==> src/rtl/stoi_pkg.sv <==
// ----------------------------------------------------------------------------
// String-to-integer parser package
// Widths, codes, character constants, item types and the digit decoder.
// ----------------------------------------------------------------------------
package stoi_pkg;

    localparam int CH_W       = 8;
    localparam int OFF_W      = 16;
    localparam int VAL_W      = 64;
    localparam int ST_W       = 2;
    localparam int BASE_W     = 6;
    localparam int DIG_W      = 6;
    localparam int CFG_IDX_W  = 1;
    localparam int CFG_DATA_W = 6;
    localparam int QUEUE_DEPTH_DEF = 2;

    localparam logic [OFF_W-1:0] MAX_LEN = 16'hFFFF;

    localparam logic [CFG_IDX_W-1:0] CFG_BASE   = 1'd0;
    localparam logic [CFG_IDX_W-1:0] CFG_NARROW = 1'd1;

    localparam logic [ST_W-1:0] ST_OK      = 2'd0;
    localparam logic [ST_W-1:0] ST_RANGE   = 2'd1;
    localparam logic [ST_W-1:0] ST_BADBASE = 2'd2;

    localparam logic [BASE_W-1:0] BASE_AUTO  = 6'd0;
    localparam logic [BASE_W-1:0] BASE_ONE   = 6'd1;
    localparam logic [BASE_W-1:0] BASE_OCT   = 6'd8;
    localparam logic [BASE_W-1:0] BASE_DEC   = 6'd10;
    localparam logic [BASE_W-1:0] BASE_HEX   = 6'd16;
    localparam logic [BASE_W-1:0] BASE_MAX   = 6'd36;
    localparam logic [BASE_W-1:0] BASE_RESET = 6'd10;

    localparam logic [DIG_W-1:0] DIGIT_NONE = 6'h3F;
    localparam logic [DIG_W-1:0] DIGIT_TEN  = 6'd10;

    localparam logic [CH_W-1:0] CHR_NUL   = 8'h00;
    localparam logic [CH_W-1:0] CHR_PLUS  = 8'h2B;
    localparam logic [CH_W-1:0] CHR_MINUS = 8'h2D;
    localparam logic [CH_W-1:0] CHR_ZERO  = 8'h30;
    localparam logic [CH_W-1:0] CHR_NINE  = 8'h39;
    localparam logic [CH_W-1:0] CHR_A_UP  = 8'h41;
    localparam logic [CH_W-1:0] CHR_X_UP  = 8'h58;
    localparam logic [CH_W-1:0] CHR_Z_UP  = 8'h5A;
    localparam logic [CH_W-1:0] CHR_A_LO  = 8'h61;
    localparam logic [CH_W-1:0] CHR_X_LO  = 8'h78;
    localparam logic [CH_W-1:0] CHR_Z_LO  = 8'h7A;

    typedef enum logic [2:0] {
        PH_SIGN,
        PH_FIRST,
        PH_ZERO,
        PH_ZEROX,
        PH_DIGITS,
        PH_DONE,
        PH_BADBASE
    } phase_t;

    typedef struct packed {
        logic [BASE_W-1:0] base;
        logic              narrow;
    } cfg_t;

    typedef struct packed {
        logic [DIG_W-1:0] digit;
        logic             is_nul;
        logic             is_minus;
        logic             is_plus;
        logic             is_zero;
        logic             is_x;
        logic             last;
        logic             in_range;
        logic [OFF_W-1:0] idx;
    } item_t;

    function automatic logic [DIG_W-1:0] digit_of(input logic [CH_W-1:0] c);
        logic [CH_W-1:0] d;
        d = {2'b00, DIGIT_NONE};
        if (c >= CHR_ZERO && c <= CHR_NINE)
        begin
            d = c - CHR_ZERO;
        end
        else if (c >= CHR_A_UP && c <= CHR_Z_UP)
        begin
            d = c - CHR_A_UP + {2'b00, DIGIT_TEN};
        end
        else if (c >= CHR_A_LO && c <= CHR_Z_LO)
        begin
            d = c - CHR_A_LO + {2'b00, DIGIT_TEN};
        end
        return d[DIG_W-1:0];
    endfunction

endpackage

==> src/rtl/stoi_if.sv <==
// ----------------------------------------------------------------------------
// String-to-integer parser channels
// Character channel and result channel, each with valid/ready.
// ----------------------------------------------------------------------------
interface stoi_in_if;
    import stoi_pkg::*;

    logic            valid;
    logic            ready;
    logic [CH_W-1:0] ch;
    logic            last;

    modport source (output valid, ch, last, input ready);
    modport sink   (input valid, ch, last, output ready);
endinterface

interface stoi_out_if;
    import stoi_pkg::*;

    logic             valid;
    logic             ready;
    logic             negative;
    logic [VAL_W-1:0] value;
    logic [ST_W-1:0]  status;
    logic [OFF_W-1:0] end_offset;

    modport source (output valid, negative, value, status, end_offset, input ready);
    modport sink   (input valid, negative, value, status, end_offset, output ready);
endinterface

==> src/rtl/stoi_front.sv <==
// ----------------------------------------------------------------------------
// String-to-integer parser front end
// Accepts characters, decodes them into class flags and a digit value, and
// tags each with its position in the string.
// ----------------------------------------------------------------------------
module stoi_front (
    input  logic            clk,
    input  logic            rst_n,
    stoi_in_if.sink         req,
    input  logic            full,
    output logic            push,
    output stoi_pkg::item_t item
);
    import stoi_pkg::*;

    logic [OFF_W-1:0] idx_reg;
    logic [OFF_W-1:0] idx_next;
    logic             in_range;

    assign req.ready = !full;
    assign push      = req.valid && !full;
    assign in_range  = idx_reg < MAX_LEN;

    always_comb
    begin
        item.digit    = digit_of(req.ch);
        item.is_nul   = req.ch == CHR_NUL;
        item.is_minus = req.ch == CHR_MINUS;
        item.is_plus  = req.ch == CHR_PLUS;
        item.is_zero  = req.ch == CHR_ZERO;
        item.is_x     = (req.ch == CHR_X_LO) || (req.ch == CHR_X_UP);
        item.last     = req.last;
        item.in_range = in_range;
        item.idx      = idx_reg;
    end

    always_comb
    begin
        idx_next = idx_reg;
        if (push)
        begin
            if (req.last)
            begin
                idx_next = '0;
            end
            else if (in_range)
            begin
                idx_next = idx_reg + 1'b1;
            end
        end
    end

    always_ff @(posedge clk or negedge rst_n)
    begin
        if (!rst_n)
        begin
            idx_reg <= '0;
        end
        else
        begin
            idx_reg <= idx_next;
        end
    end

endmodule

==> src/rtl/stoi_queue.sv <==
// ----------------------------------------------------------------------------
// String-to-integer parser item queue
// Small FIFO of decoded characters between front end and back end.
// ----------------------------------------------------------------------------
module stoi_queue #(
    parameter int DEPTH = stoi_pkg::QUEUE_DEPTH_DEF
) (
    input  logic            clk,
    input  logic            rst_n,
    input  logic            push,
    input  stoi_pkg::item_t push_item,
    output logic            full,
    input  logic            pop,
    output logic            q_valid,
    output stoi_pkg::item_t q_item
);
    import stoi_pkg::*;

    localparam int PTR_W = $clog2(DEPTH);
    localparam int CNT_W = $clog2(DEPTH + 1);

    item_t              mem_reg [DEPTH];
    logic [PTR_W-1:0]   wr_ptr_reg;
    logic [PTR_W-1:0]   wr_ptr_next;
    logic [PTR_W-1:0]   rd_ptr_reg;
    logic [PTR_W-1:0]   rd_ptr_next;
    logic [CNT_W-1:0]   count_reg;
    logic [CNT_W-1:0]   count_next;

    assign full    = count_reg == CNT_W'(DEPTH);
    assign q_valid = count_reg != '0;
    assign q_item  = mem_reg[rd_ptr_reg];

    always_comb
    begin
        wr_ptr_next = wr_ptr_reg;
        rd_ptr_next = rd_ptr_reg;
        count_next  = count_reg;
        if (push)
        begin
            wr_ptr_next = (wr_ptr_reg == PTR_W'(DEPTH - 1)) ? '0 : wr_ptr_reg + 1'b1;
        end
        if (pop)
        begin
            rd_ptr_next = (rd_ptr_reg == PTR_W'(DEPTH - 1)) ? '0 : rd_ptr_reg + 1'b1;
        end
        if (push && !pop)
        begin
            count_next = count_reg + 1'b1;
        end
        else if (pop && !push)
        begin
            count_next = count_reg - 1'b1;
        end
    end

    always_ff @(posedge clk)
    begin
        if (push)
        begin
            mem_reg[wr_ptr_reg] <= push_item;
        end
    end

    always_ff @(posedge clk or negedge rst_n)
    begin
        if (!rst_n)
        begin
            wr_ptr_reg <= '0;
            rd_ptr_reg <= '0;
            count_reg  <= '0;
        end
        else
        begin
            wr_ptr_reg <= wr_ptr_next;
            rd_ptr_reg <= rd_ptr_next;
            count_reg  <= count_next;
        end
    end

endmodule

==> src/rtl/stoi_back.sv <==
// ----------------------------------------------------------------------------
// String-to-integer parser back end
// Runs the sign, prefix and digit phases, accumulates value * base + digit
// and registers one result per string.
// ----------------------------------------------------------------------------
module stoi_back (
    input  logic            clk,
    input  logic            rst_n,
    input  stoi_pkg::cfg_t  cfg,
    input  logic            q_valid,
    input  stoi_pkg::item_t q_item,
    output logic            pop,
    stoi_out_if.source      rsp
);
    import stoi_pkg::*;

    localparam int PROD_W = VAL_W + BASE_W;

    phase_t            phase_reg;
    phase_t            phase_next;
    phase_t            phase_proc;
    phase_t            phase_eff;
    logic [VAL_W-1:0]  acc_reg;
    logic [VAL_W-1:0]  acc_next;
    logic [VAL_W-1:0]  acc_proc;
    logic              neg_reg;
    logic              neg_next;
    logic              neg_proc;
    logic [BASE_W-1:0] base_reg;
    logic [BASE_W-1:0] base_next;
    logic [BASE_W-1:0] base_proc;
    logic [OFF_W-1:0]  stop_reg;
    logic [OFF_W-1:0]  stop_next;
    logic [OFF_W-1:0]  stop_proc;
    logic              ovf_reg;
    logic              ovf_next;
    logic              ovf_proc;

    logic              res_valid_reg;
    logic              res_valid_next;
    logic              res_neg_reg;
    logic              res_neg_next;
    logic [VAL_W-1:0]  res_val_reg;
    logic [VAL_W-1:0]  res_val_next;
    logic [ST_W-1:0]   res_st_reg;
    logic [ST_W-1:0]   res_st_next;
    logic [OFF_W-1:0]  res_off_reg;
    logic [OFF_W-1:0]  res_off_next;

    logic              fire;
    logic [BASE_W-1:0] b_fc;
    logic              bad_base;
    logic              fc_zpfx;
    logic [BASE_W-1:0] fc_base;
    logic              fc_ok;
    logic              ds_stop;
    logic              do_first;
    logic              do_digit;
    logic              hex_ok;
    logic [PROD_W-1:0] prod;
    logic              mul_ovf;
    logic [OFF_W-1:0]  cidx;

    assign pop  = q_valid && (!q_item.last || !res_valid_reg || rsp.ready);
    assign fire = pop;

    assign b_fc     = (phase_reg == PH_SIGN) ? cfg.base : base_reg;
    assign bad_base = (cfg.base == BASE_ONE) || (cfg.base > BASE_MAX);
    assign fc_zpfx  = ((b_fc == BASE_AUTO) || (b_fc == BASE_HEX)) && q_item.is_zero;
    assign fc_base  = (b_fc == BASE_AUTO) ? BASE_DEC : b_fc;
    assign fc_ok    = !q_item.is_nul && (q_item.digit < fc_base);
    assign ds_stop  = q_item.is_nul || (q_item.digit >= base_reg);
    assign hex_ok   = q_item.digit < BASE_HEX;
    assign do_first = ((phase_reg == PH_SIGN) && !bad_base && !q_item.is_minus
                       && !q_item.is_plus) || (phase_reg == PH_FIRST);
    assign do_digit = ((phase_reg == PH_ZERO) && !q_item.is_x) || (phase_reg == PH_DIGITS);
    assign prod     = PROD_W'(acc_reg) * PROD_W'(base_reg) + PROD_W'(q_item.digit);
    assign mul_ovf  = |prod[PROD_W-1:VAL_W];
    assign cidx     = q_item.in_range ? q_item.idx + 1'b1 : q_item.idx;

    // next phase
    always_comb
    begin
        case (phase_reg)
            PH_SIGN:
            begin
                if (bad_base)
                    phase_proc = PH_BADBASE;
                else if (q_item.is_minus || q_item.is_plus)
                    phase_proc = PH_FIRST;
                else if (fc_zpfx)
                    phase_proc = PH_ZERO;
                else if (fc_ok)
                    phase_proc = PH_DIGITS;
                else
                    phase_proc = PH_DONE;
            end
            PH_FIRST:
            begin
                if (fc_zpfx)
                    phase_proc = PH_ZERO;
                else if (fc_ok)
                    phase_proc = PH_DIGITS;
                else
                    phase_proc = PH_DONE;
            end
            PH_ZERO:
            begin
                if (q_item.is_x)
                    phase_proc = PH_ZEROX;
                else if (ds_stop)
                    phase_proc = PH_DONE;
                else
                    phase_proc = PH_DIGITS;
            end
            PH_ZEROX:   phase_proc = hex_ok ? PH_DIGITS : PH_DONE;
            PH_DIGITS:  phase_proc = ds_stop ? PH_DONE : PH_DIGITS;
            default:    phase_proc = phase_reg;
        endcase
        phase_eff = q_item.in_range ? phase_proc : phase_reg;
        if (!fire)
            phase_next = phase_reg;
        else if (q_item.last)
            phase_next = PH_SIGN;
        else
            phase_next = phase_eff;
    end

    // datapath
    always_comb
    begin
        acc_proc  = acc_reg;
        neg_proc  = neg_reg;
        base_proc = base_reg;
        stop_proc = stop_reg;
        ovf_proc  = ovf_reg;
        if (phase_reg == PH_SIGN)
        begin
            base_proc = cfg.base;
            if (!bad_base && q_item.is_minus)
                neg_proc = 1'b1;
        end
        if (do_first)
        begin
            if (fc_zpfx)
            begin
                base_proc = (b_fc == BASE_HEX) ? BASE_HEX : BASE_OCT;
                acc_proc  = '0;
            end
            else
            begin
                base_proc = fc_base;
                if (fc_ok)
                begin
                    acc_proc = VAL_W'(q_item.digit);
                end
                else
                begin
                    acc_proc  = '0;
                    neg_proc  = 1'b0;
                    stop_proc = '0;
                    ovf_proc  = 1'b0;
                end
            end
        end
        if (do_digit)
        begin
            if (ds_stop)
                stop_proc = q_item.idx;
            else if (mul_ovf)
            begin
                acc_proc = '1;
                ovf_proc = 1'b1;
            end
            else
                acc_proc = prod[VAL_W-1:0];
        end
        if (phase_reg == PH_ZEROX)
        begin
            if (hex_ok)
            begin
                base_proc = BASE_HEX;
                acc_proc  = VAL_W'(q_item.digit);
            end
            else
            begin
                acc_proc  = '0;
                stop_proc = q_item.idx - 1'b1;
            end
        end

        acc_next  = acc_reg;
        neg_next  = neg_reg;
        base_next = base_reg;
        stop_next = stop_reg;
        ovf_next  = ovf_reg;
        if (fire)
        begin
            if (q_item.last)
            begin
                acc_next  = '0;
                neg_next  = 1'b0;
                base_next = '0;
                stop_next = '0;
                ovf_next  = 1'b0;
            end
            else if (q_item.in_range)
            begin
                acc_next  = acc_proc;
                neg_next  = neg_proc;
                base_next = base_proc;
                stop_next = stop_proc;
                ovf_next  = ovf_proc;
            end
        end
    end

    // result
    always_comb
    begin
        logic             e_neg;
        logic [VAL_W-1:0] e_acc;
        logic [OFF_W-1:0] e_stop;
        logic             e_ovf;
        e_neg  = q_item.in_range ? neg_proc : neg_reg;
        e_acc  = q_item.in_range ? acc_proc : acc_reg;
        e_stop = q_item.in_range ? stop_proc : stop_reg;
        e_ovf  = q_item.in_range ? ovf_proc : ovf_reg;

        res_neg_next = 1'b0;
        res_val_next = '0;
        res_st_next  = ST_OK;
        res_off_next = '0;
        case (phase_eff)
            PH_BADBASE:
            begin
                res_st_next = ST_BADBASE;
            end
            PH_SIGN, PH_FIRST:
            begin
                res_st_next = ST_OK;
            end
            PH_ZERO, PH_DIGITS:
            begin
                res_neg_next = e_neg;
                res_val_next = e_acc;
                res_off_next = cidx;
                res_st_next  = e_ovf ? ST_RANGE : ST_OK;
            end
            PH_ZEROX:
            begin
                res_neg_next = e_neg;
                res_off_next = cidx - 1'b1;
            end
            default:
            begin
                res_neg_next = e_neg;
                res_val_next = e_acc;
                res_off_next = e_stop;
                res_st_next  = e_ovf ? ST_RANGE : ST_OK;
            end
        endcase
        if ((res_st_next != ST_BADBASE) && cfg.narrow && (|res_val_next[VAL_W-1:32]))
        begin
            res_val_next = {{(VAL_W-32){1'b0}}, 32'hFFFF_FFFF};
            res_st_next  = ST_RANGE;
        end

        if (fire && q_item.last)
            res_valid_next = 1'b1;
        else if (rsp.ready)
            res_valid_next = 1'b0;
        else
            res_valid_next = res_valid_reg;
    end

    assign rsp.valid      = res_valid_reg;
    assign rsp.negative   = res_neg_reg;
    assign rsp.value      = res_val_reg;
    assign rsp.status     = res_st_reg;
    assign rsp.end_offset = res_off_reg;

    always_ff @(posedge clk)
    begin
        if (fire && q_item.last)
        begin
            res_neg_reg <= res_neg_next;
            res_val_reg <= res_val_next;
            res_st_reg  <= res_st_next;
            res_off_reg <= res_off_next;
        end
    end

    always_ff @(posedge clk or negedge rst_n)
    begin
        if (!rst_n)
        begin
            phase_reg     <= PH_SIGN;
            acc_reg       <= '0;
            neg_reg       <= 1'b0;
            base_reg      <= '0;
            stop_reg      <= '0;
            ovf_reg       <= 1'b0;
            res_valid_reg <= 1'b0;
        end
        else
        begin
            phase_reg     <= phase_next;
            acc_reg       <= acc_next;
            neg_reg       <= neg_next;
            base_reg      <= base_next;
            stop_reg      <= stop_next;
            ovf_reg       <= ovf_next;
            res_valid_reg <= res_valid_next;
        end
    end

endmodule

==> src/rtl/string_to_integer_parser_unit.sv <==
// ----------------------------------------------------------------------------
// String-to-integer parser unit
// Parses a character stream into sign, 64-bit magnitude, status and offset.
//
//   channel  dir  payload                                 closes on
//   req      in   ch[7:0], last                           valid && ready
//   rsp      out  negative, value[63:0], status[1:0],     valid && ready
//                 end_offset[15:0]
//   cfg      in   cfg_index selects base or narrow_mode   cfg_we
//
// One character per cycle while no held result stalls the back end;
// the back end's combinational value * base + digit step sets the rate.
// A result is valid in the cycle after its last character leaves the queue.
// Reset clears control state only; there is no clearing pass.
// The queue holds QUEUE_DEPTH characters while a result waits on rsp.ready;
// only a last character stalls the back end behind a held result.
// ----------------------------------------------------------------------------
module string_to_integer_parser_unit #(
    parameter int QUEUE_DEPTH = stoi_pkg::QUEUE_DEPTH_DEF
) (
    input  logic                           clk,
    input  logic                           rst_n,
    input  logic                           cfg_we,
    input  logic [stoi_pkg::CFG_IDX_W-1:0]  cfg_index,
    input  logic [stoi_pkg::CFG_DATA_W-1:0] cfg_data,
    stoi_in_if.sink                        req,
    stoi_out_if.source                     rsp
);
    import stoi_pkg::*;

    cfg_t  cfg_reg;
    cfg_t  cfg_next;
    logic  push;
    logic  full;
    logic  pop;
    logic  q_valid;
    item_t push_item;
    item_t q_item;

    always_comb
    begin
        cfg_next = cfg_reg;
        if (cfg_we)
        begin
            case (cfg_index)
                CFG_BASE:   cfg_next.base   = cfg_data[BASE_W-1:0];
                CFG_NARROW: cfg_next.narrow = cfg_data[0];
                default:    cfg_next = cfg_reg;
            endcase
        end
    end

    always_ff @(posedge clk or negedge rst_n)
    begin
        if (!rst_n)
        begin
            cfg_reg.base   <= BASE_RESET;
            cfg_reg.narrow <= 1'b0;
        end
        else
        begin
            cfg_reg <= cfg_next;
        end
    end

    stoi_front u_front (
        .clk   (clk),
        .rst_n (rst_n),
        .req   (req),
        .full  (full),
        .push  (push),
        .item  (push_item)
    );

    stoi_queue #(
        .DEPTH (QUEUE_DEPTH)
    ) u_queue (
        .clk       (clk),
        .rst_n     (rst_n),
        .push      (push),
        .push_item (push_item),
        .full      (full),
        .pop       (pop),
        .q_valid   (q_valid),
        .q_item    (q_item)
    );

    stoi_back u_back (
        .clk     (clk),
        .rst_n   (rst_n),
        .cfg     (cfg_reg),
        .q_valid (q_valid),
        .q_item  (q_item),
        .pop     (pop),
        .rsp     (rsp)
    );

endmodule

==> src/flat_wrapper.sv <==
// flat-port wrapper written by rule: the top's interface ports become plain ports
module string_to_integer_parser_unit_flat import stoi_pkg::*;
#(
    parameter int QUEUE_DEPTH = stoi_pkg::QUEUE_DEPTH_DEF
)
  (clk, rst_n, cfg_we, cfg_index, cfg_data, req_valid, req_ch, req_last, req_ready, rsp_valid, rsp_negative, rsp_value, rsp_status, rsp_end_offset, rsp_ready);
  stoi_in_if req_i ();
  stoi_out_if rsp_i ();
  input  logic clk;
  input  logic rst_n;
  input  logic cfg_we;
  input  logic [stoi_pkg::CFG_IDX_W-1:0] cfg_index;
  input  logic [stoi_pkg::CFG_DATA_W-1:0] cfg_data;
  input wire logic [$bits(req_i.valid)-1:0] req_valid;
  input wire logic [$bits(req_i.ch)-1:0] req_ch;
  input wire logic [$bits(req_i.last)-1:0] req_last;
  output wire logic [$bits(req_i.ready)-1:0] req_ready;
  output wire logic [$bits(rsp_i.valid)-1:0] rsp_valid;
  output wire logic [$bits(rsp_i.negative)-1:0] rsp_negative;
  output wire logic [$bits(rsp_i.value)-1:0] rsp_value;
  output wire logic [$bits(rsp_i.status)-1:0] rsp_status;
  output wire logic [$bits(rsp_i.end_offset)-1:0] rsp_end_offset;
  input wire logic [$bits(rsp_i.ready)-1:0] rsp_ready;
  assign req_i.valid = req_valid;
  assign req_i.ch = req_ch;
  assign req_i.last = req_last;
  assign req_ready = req_i.ready;
  assign rsp_valid = rsp_i.valid;
  assign rsp_negative = rsp_i.negative;
  assign rsp_value = rsp_i.value;
  assign rsp_status = rsp_i.status;
  assign rsp_end_offset = rsp_i.end_offset;
  assign rsp_i.ready = rsp_ready;
  string_to_integer_parser_unit #(.QUEUE_DEPTH(QUEUE_DEPTH)) u_core (.clk(clk), .rst_n(rst_n), .cfg_we(cfg_we), .cfg_index(cfg_index), .cfg_data(cfg_data), .req(req_i), .rsp(rsp_i));
endmodule
==> config.mk <==
export PLATFORM = sky130hd
export DESIGN_NAME = string_to_integer_parser_unit_flat
export DESIGN_NICKNAME = d
export VERILOG_FILES = /design/src/rtl/stoi_pkg.sv /design/src/rtl/stoi_if.sv /design/src/rtl/stoi_front.sv /design/src/rtl/stoi_queue.sv /design/src/rtl/stoi_back.sv /design/src/rtl/string_to_integer_parser_unit.sv /design/src/flat_wrapper.sv
export SDC_FILE = /design/constraint.sdc
export NUM_CORES = 2
export LEC_CHECK = 0
export BUFFER_PORTS_ARGS = -buffer_cell sky130_fd_sc_hd__buf_4
export CAP_MARGIN = 5
export CORE_MARGIN = 2
export CORE_UTILIZATION = 35
export CTS_BUF_LIST = sky130_fd_sc_hd__clkbuf_8
export CTS_CLUSTER_DIAMETER = 50
export CTS_CLUSTER_SIZE = 8
export DETAILED_ROUTE_END_ITERATION = 7
export SLEW_MARGIN = 10
export SYNTH_ARGS = -nofsm -noshare
export SYNTH_HDL_FRONTEND = slang
export SYNTH_SLANG_ARGS = --single-unit
==> constraint.sdc <==
create_clock -name clk -period 10.7 [get_ports clk]
set_clock_uncertainty 0.1 [all_clocks]
set_input_delay 2.14 -clock clk [delete_from_list [all_inputs] [get_ports clk]]
set_output_delay 2.14 -clock clk [all_outputs]
set_load 0.02 [all_outputs]
==> flow_summary.yaml <==
routing:
  wl_per_cell_um: 21.23
  dr_total_vias: 22430
  met3_length_um: 5247
  wl_met1_um: 39420
  wl_met2_um: 37670
  top_layer_used: "met5"
  wirelength_um: 84820
  drt-initial-drc-count: 1865
  firstDrtPassIters: 6
  final_antenna_net_count: 0
  drc: 0
  vias_per_cell: 5.615
critical_path:
  cp_data_required_time_ns: 11.00
  critical_path_class: "register to register"
  slowest_delay_ns: 0.98
  crit_path_max_fanout: 48
  cpMaxStageDelayCell: "dfrtp_2"
  r2r_end: "u_core.u_back.rsp.value[56]"
  arrival_ns: 9.84
  timing.critical_path.buf_inv: 1
  timing.rr.start: "u_core.u_back.base_reg[1]"
  cpMostUsedCell: "nor2_1"
  path_delay_family: "simple AND/OR/NAND/NOR gates"
  r2r_cells: 21
  r2r_setup_slack_ns: 1.16
  worst_setup_path_end_kind: "register"
  crit_path_start_kind: "register"
  path_cells: "inv_1, nor2_1, fa_1, fa_1, fa_1, ha_1, ha_1, nand4_1, nor2_1, nand2_1, a211oi_1, o21ai_0, o211a_1, or4b_4, nor3_4, nand3_1, a31oi_1, nand4_1, nor2_1, a41oi_2, nor2_1"
clocking:
  post-cts-setup-buffers: 0
  clockBufferDepth: 3
  cts_repair_resize_count: 0
  clock_latency_ns: 0.66
  htree_levels: 2
  cts_buffers: 43
  cts_sinks: 260
  clk_transition_reported_paths_ns: 0.07
  clock-root-buffer: "clkbuf_8"
  cts_tree: "yes"
  ctsHoldBuffers: 0
floorplan:
  core_area_um2: 76080
  num_rows: 101
  start_util: 0.3545
  io_pins: 106
  die_y_um: 281.6
  die-area_um2: 79300
  die_width_um: 281.6
logic_synthesis:
  synth-seq-cells: 260
  synth_cell_types: 87
  synthArstFlopShare: 0.4577
  syn_inst: 2926
  syn-num-nets: 3371
  ys_warn_count: 0
  avgSynthCellArea_um2: 9.218
  synth_edf_count: 141
  ys_seq_area_frac: 0.2675
  synthFlopType: "edfxtp_1"
  syn_area_um2: 26970
placement:
  dp_hpwl_um: 64240
  io_buffers: 105
  routabilityCongestion: 0.9566
timing:
  slew_violations: 0
  max_freq_mhz: 104.8
  fin_tns_setup_ns: 0
  slew_headroom: 0.1668
  hold_viol: 0
  fin_crit_ns: 9.538
  tightest_slew_ns: 1.250
  rsz0062_at_grt: "no"
  setup_viol: 0
  post-route-period-util: 0.8914
global_routing:
  antenna_found_initial: 3
  grt_pass1_vias: 22080
  grt_overflow: 0
  grt_pass1_wl_um: 133100
  grt_max_degree: 75
  grt_usage: 0.2152
finish:
  area_growth_pct: 9.617
  drive_above_1_share: 0.08637
  final_cell_mix: "and2_1 (375), nand2_1 (258), fa_1 (252)"
  layout.nets: 3374
  fillers: 7685
  final_common_cell: "and2_1"
pwr:
  vdd_drop_max_v: 0.0001539
  p_per_area_nw_per_um2: 225.4
  totalPowerFinal_uw: 6663
  leakage_uw: 0.01331
worst_hold_path:
  whs_path_depth: 2
  min_from: "u_core.u_back.neg_reg"
  min_to: "u_core.u_back.neg_reg"
  hp-class: "register to register"
outcome:
  status: "complete, no violations"
job:
  timing.max_cap.violations: 0
## metrics by stage
step	worst slack (ns)	instance area, um^2	hold WS [ns]	std cells	utilization
final	1.163	29560	0.3820	3995	0.3886
after detailed placement	1.320	28670	0.3675	3914	0.3769
after floorplan	3.412	26970	0.3447	2926	-
after global routing	0.7678	29560	0.4117	3994	0.3886
after CTS	1.290	29560	0.3811	3994	0.3886
after global placement	1.542	28670	0.3656	3914	0.3769
## power breakdown
group / internal, uW / leakage [uW] / switching [uW]
Combinational: 1230 / 0.00982 / 2450
Sequential: 1560 / 0.00297 / 486
Clock: 492 / 0.000526 / 453
Total: 3280 / 0.0133 / 3380
## area by class of cell
type	count	area (um^2)	area share
multi-input combinational	2399	18800	0.6359
tap	1030	1289	0.04359
inverter	89	334.1	0.01130
sequential	260	7223	0.2443
antenna	1	2.502	0.00008464
timing repair buffer	136	1025	0.03466
clock buffer	45	619.3	0.02095
clock inverter	35	272.8	0.009226
## cells by family (layout without fill, tap and decap cells)
family,Yosys count,count (layout),share of synthesized area
adders and majority gates,424,424,0.2668
and+or+nand+nor,1101,1101,0.2115
xor gates and xnor gates,108,108,0.03507
other,0,1,0
DFF,260,260,0.2675
AOI/OAI and AO/OA,724,724,0.1646
muxes,42,42,0.01656
buffers and inverters,267,305,0.03790
## layer usage
layer,track usage,vias up
met3,0.03240,146
met1,0.3111,11240
met2,0.3330,753
met5,0,-
met4,0.06206,4
li1,-,10290
## cells in the mapped netlist, types with 13 or more instances
cell type  instances  area (um^2)
a211oi_1          15        112.6
a21o_1            30        225.2
a21oi_1          184        920.9
a221oi_1          15        131.4
a22o_1            19        166.4
a31oi_1           30        187.7
and2_1           375         2346
and3_1            18        112.6
buf_2             13        65.06
clkbuf_1         161        604.3
dfrtp_1          117         2928
edfxtp_1         141         4234
fa_1             252         5045
ha_1             172         2152
inv_1             88        330.3
mux2_2            17        191.4
mux2i_1           24        240.2
nand2_1          258        968.4
nand3_1           27        135.1
nand4_1           58        362.9
nor2_1           226        848.3
nor2b_1           19        118.9
nor3_1            29        145.1
nor4_1            15        93.84
o21ai_0          229         1146
o21ai_1           42        210.2
o21bai_1          14        105.1
o22ai_1           16        100.1
or3_1             19        118.9
xnor2_1           58        508.0
xor2_1            50        437.9
## worst max path at each step
stage / start / to / slack [ns] / depth (start not counted)
2_1_floorplan: u_core.u_back.base_reg[5] / u_core.u_back.rsp.value[24] / 3.41 / 24
3_3_place_gp: u_core.u_back.base_reg[4] / u_core.u_back.rsp.value[56] / 1.54 / 21
3_5_place_dp: u_core.u_back.base_reg[4] / u_core.u_back.rsp.value[56] / 1.32 / 21
4_1_cts: u_core.u_back.base_reg[4] / u_core.u_back.rsp.value[56] / 1.29 / 21
5_1_grt: u_core.u_back.base_reg[4] / u_core.u_back.rsp.value[56] / 0.77 / 21
6_report: u_core.u_back.base_reg[1] / u_core.u_back.rsp.value[56] / 1.16 / 21
## worst reg2reg max path, delay by kind of cell, from the launching register on
kind            cells  cell delay, ns
flops               1            0.98
buf+inv             1            0.47
simple gates       10            3.40
fa+ha+maj           5            2.21
compound gates      5            2.15
Power figures use the tool's default switching activity.
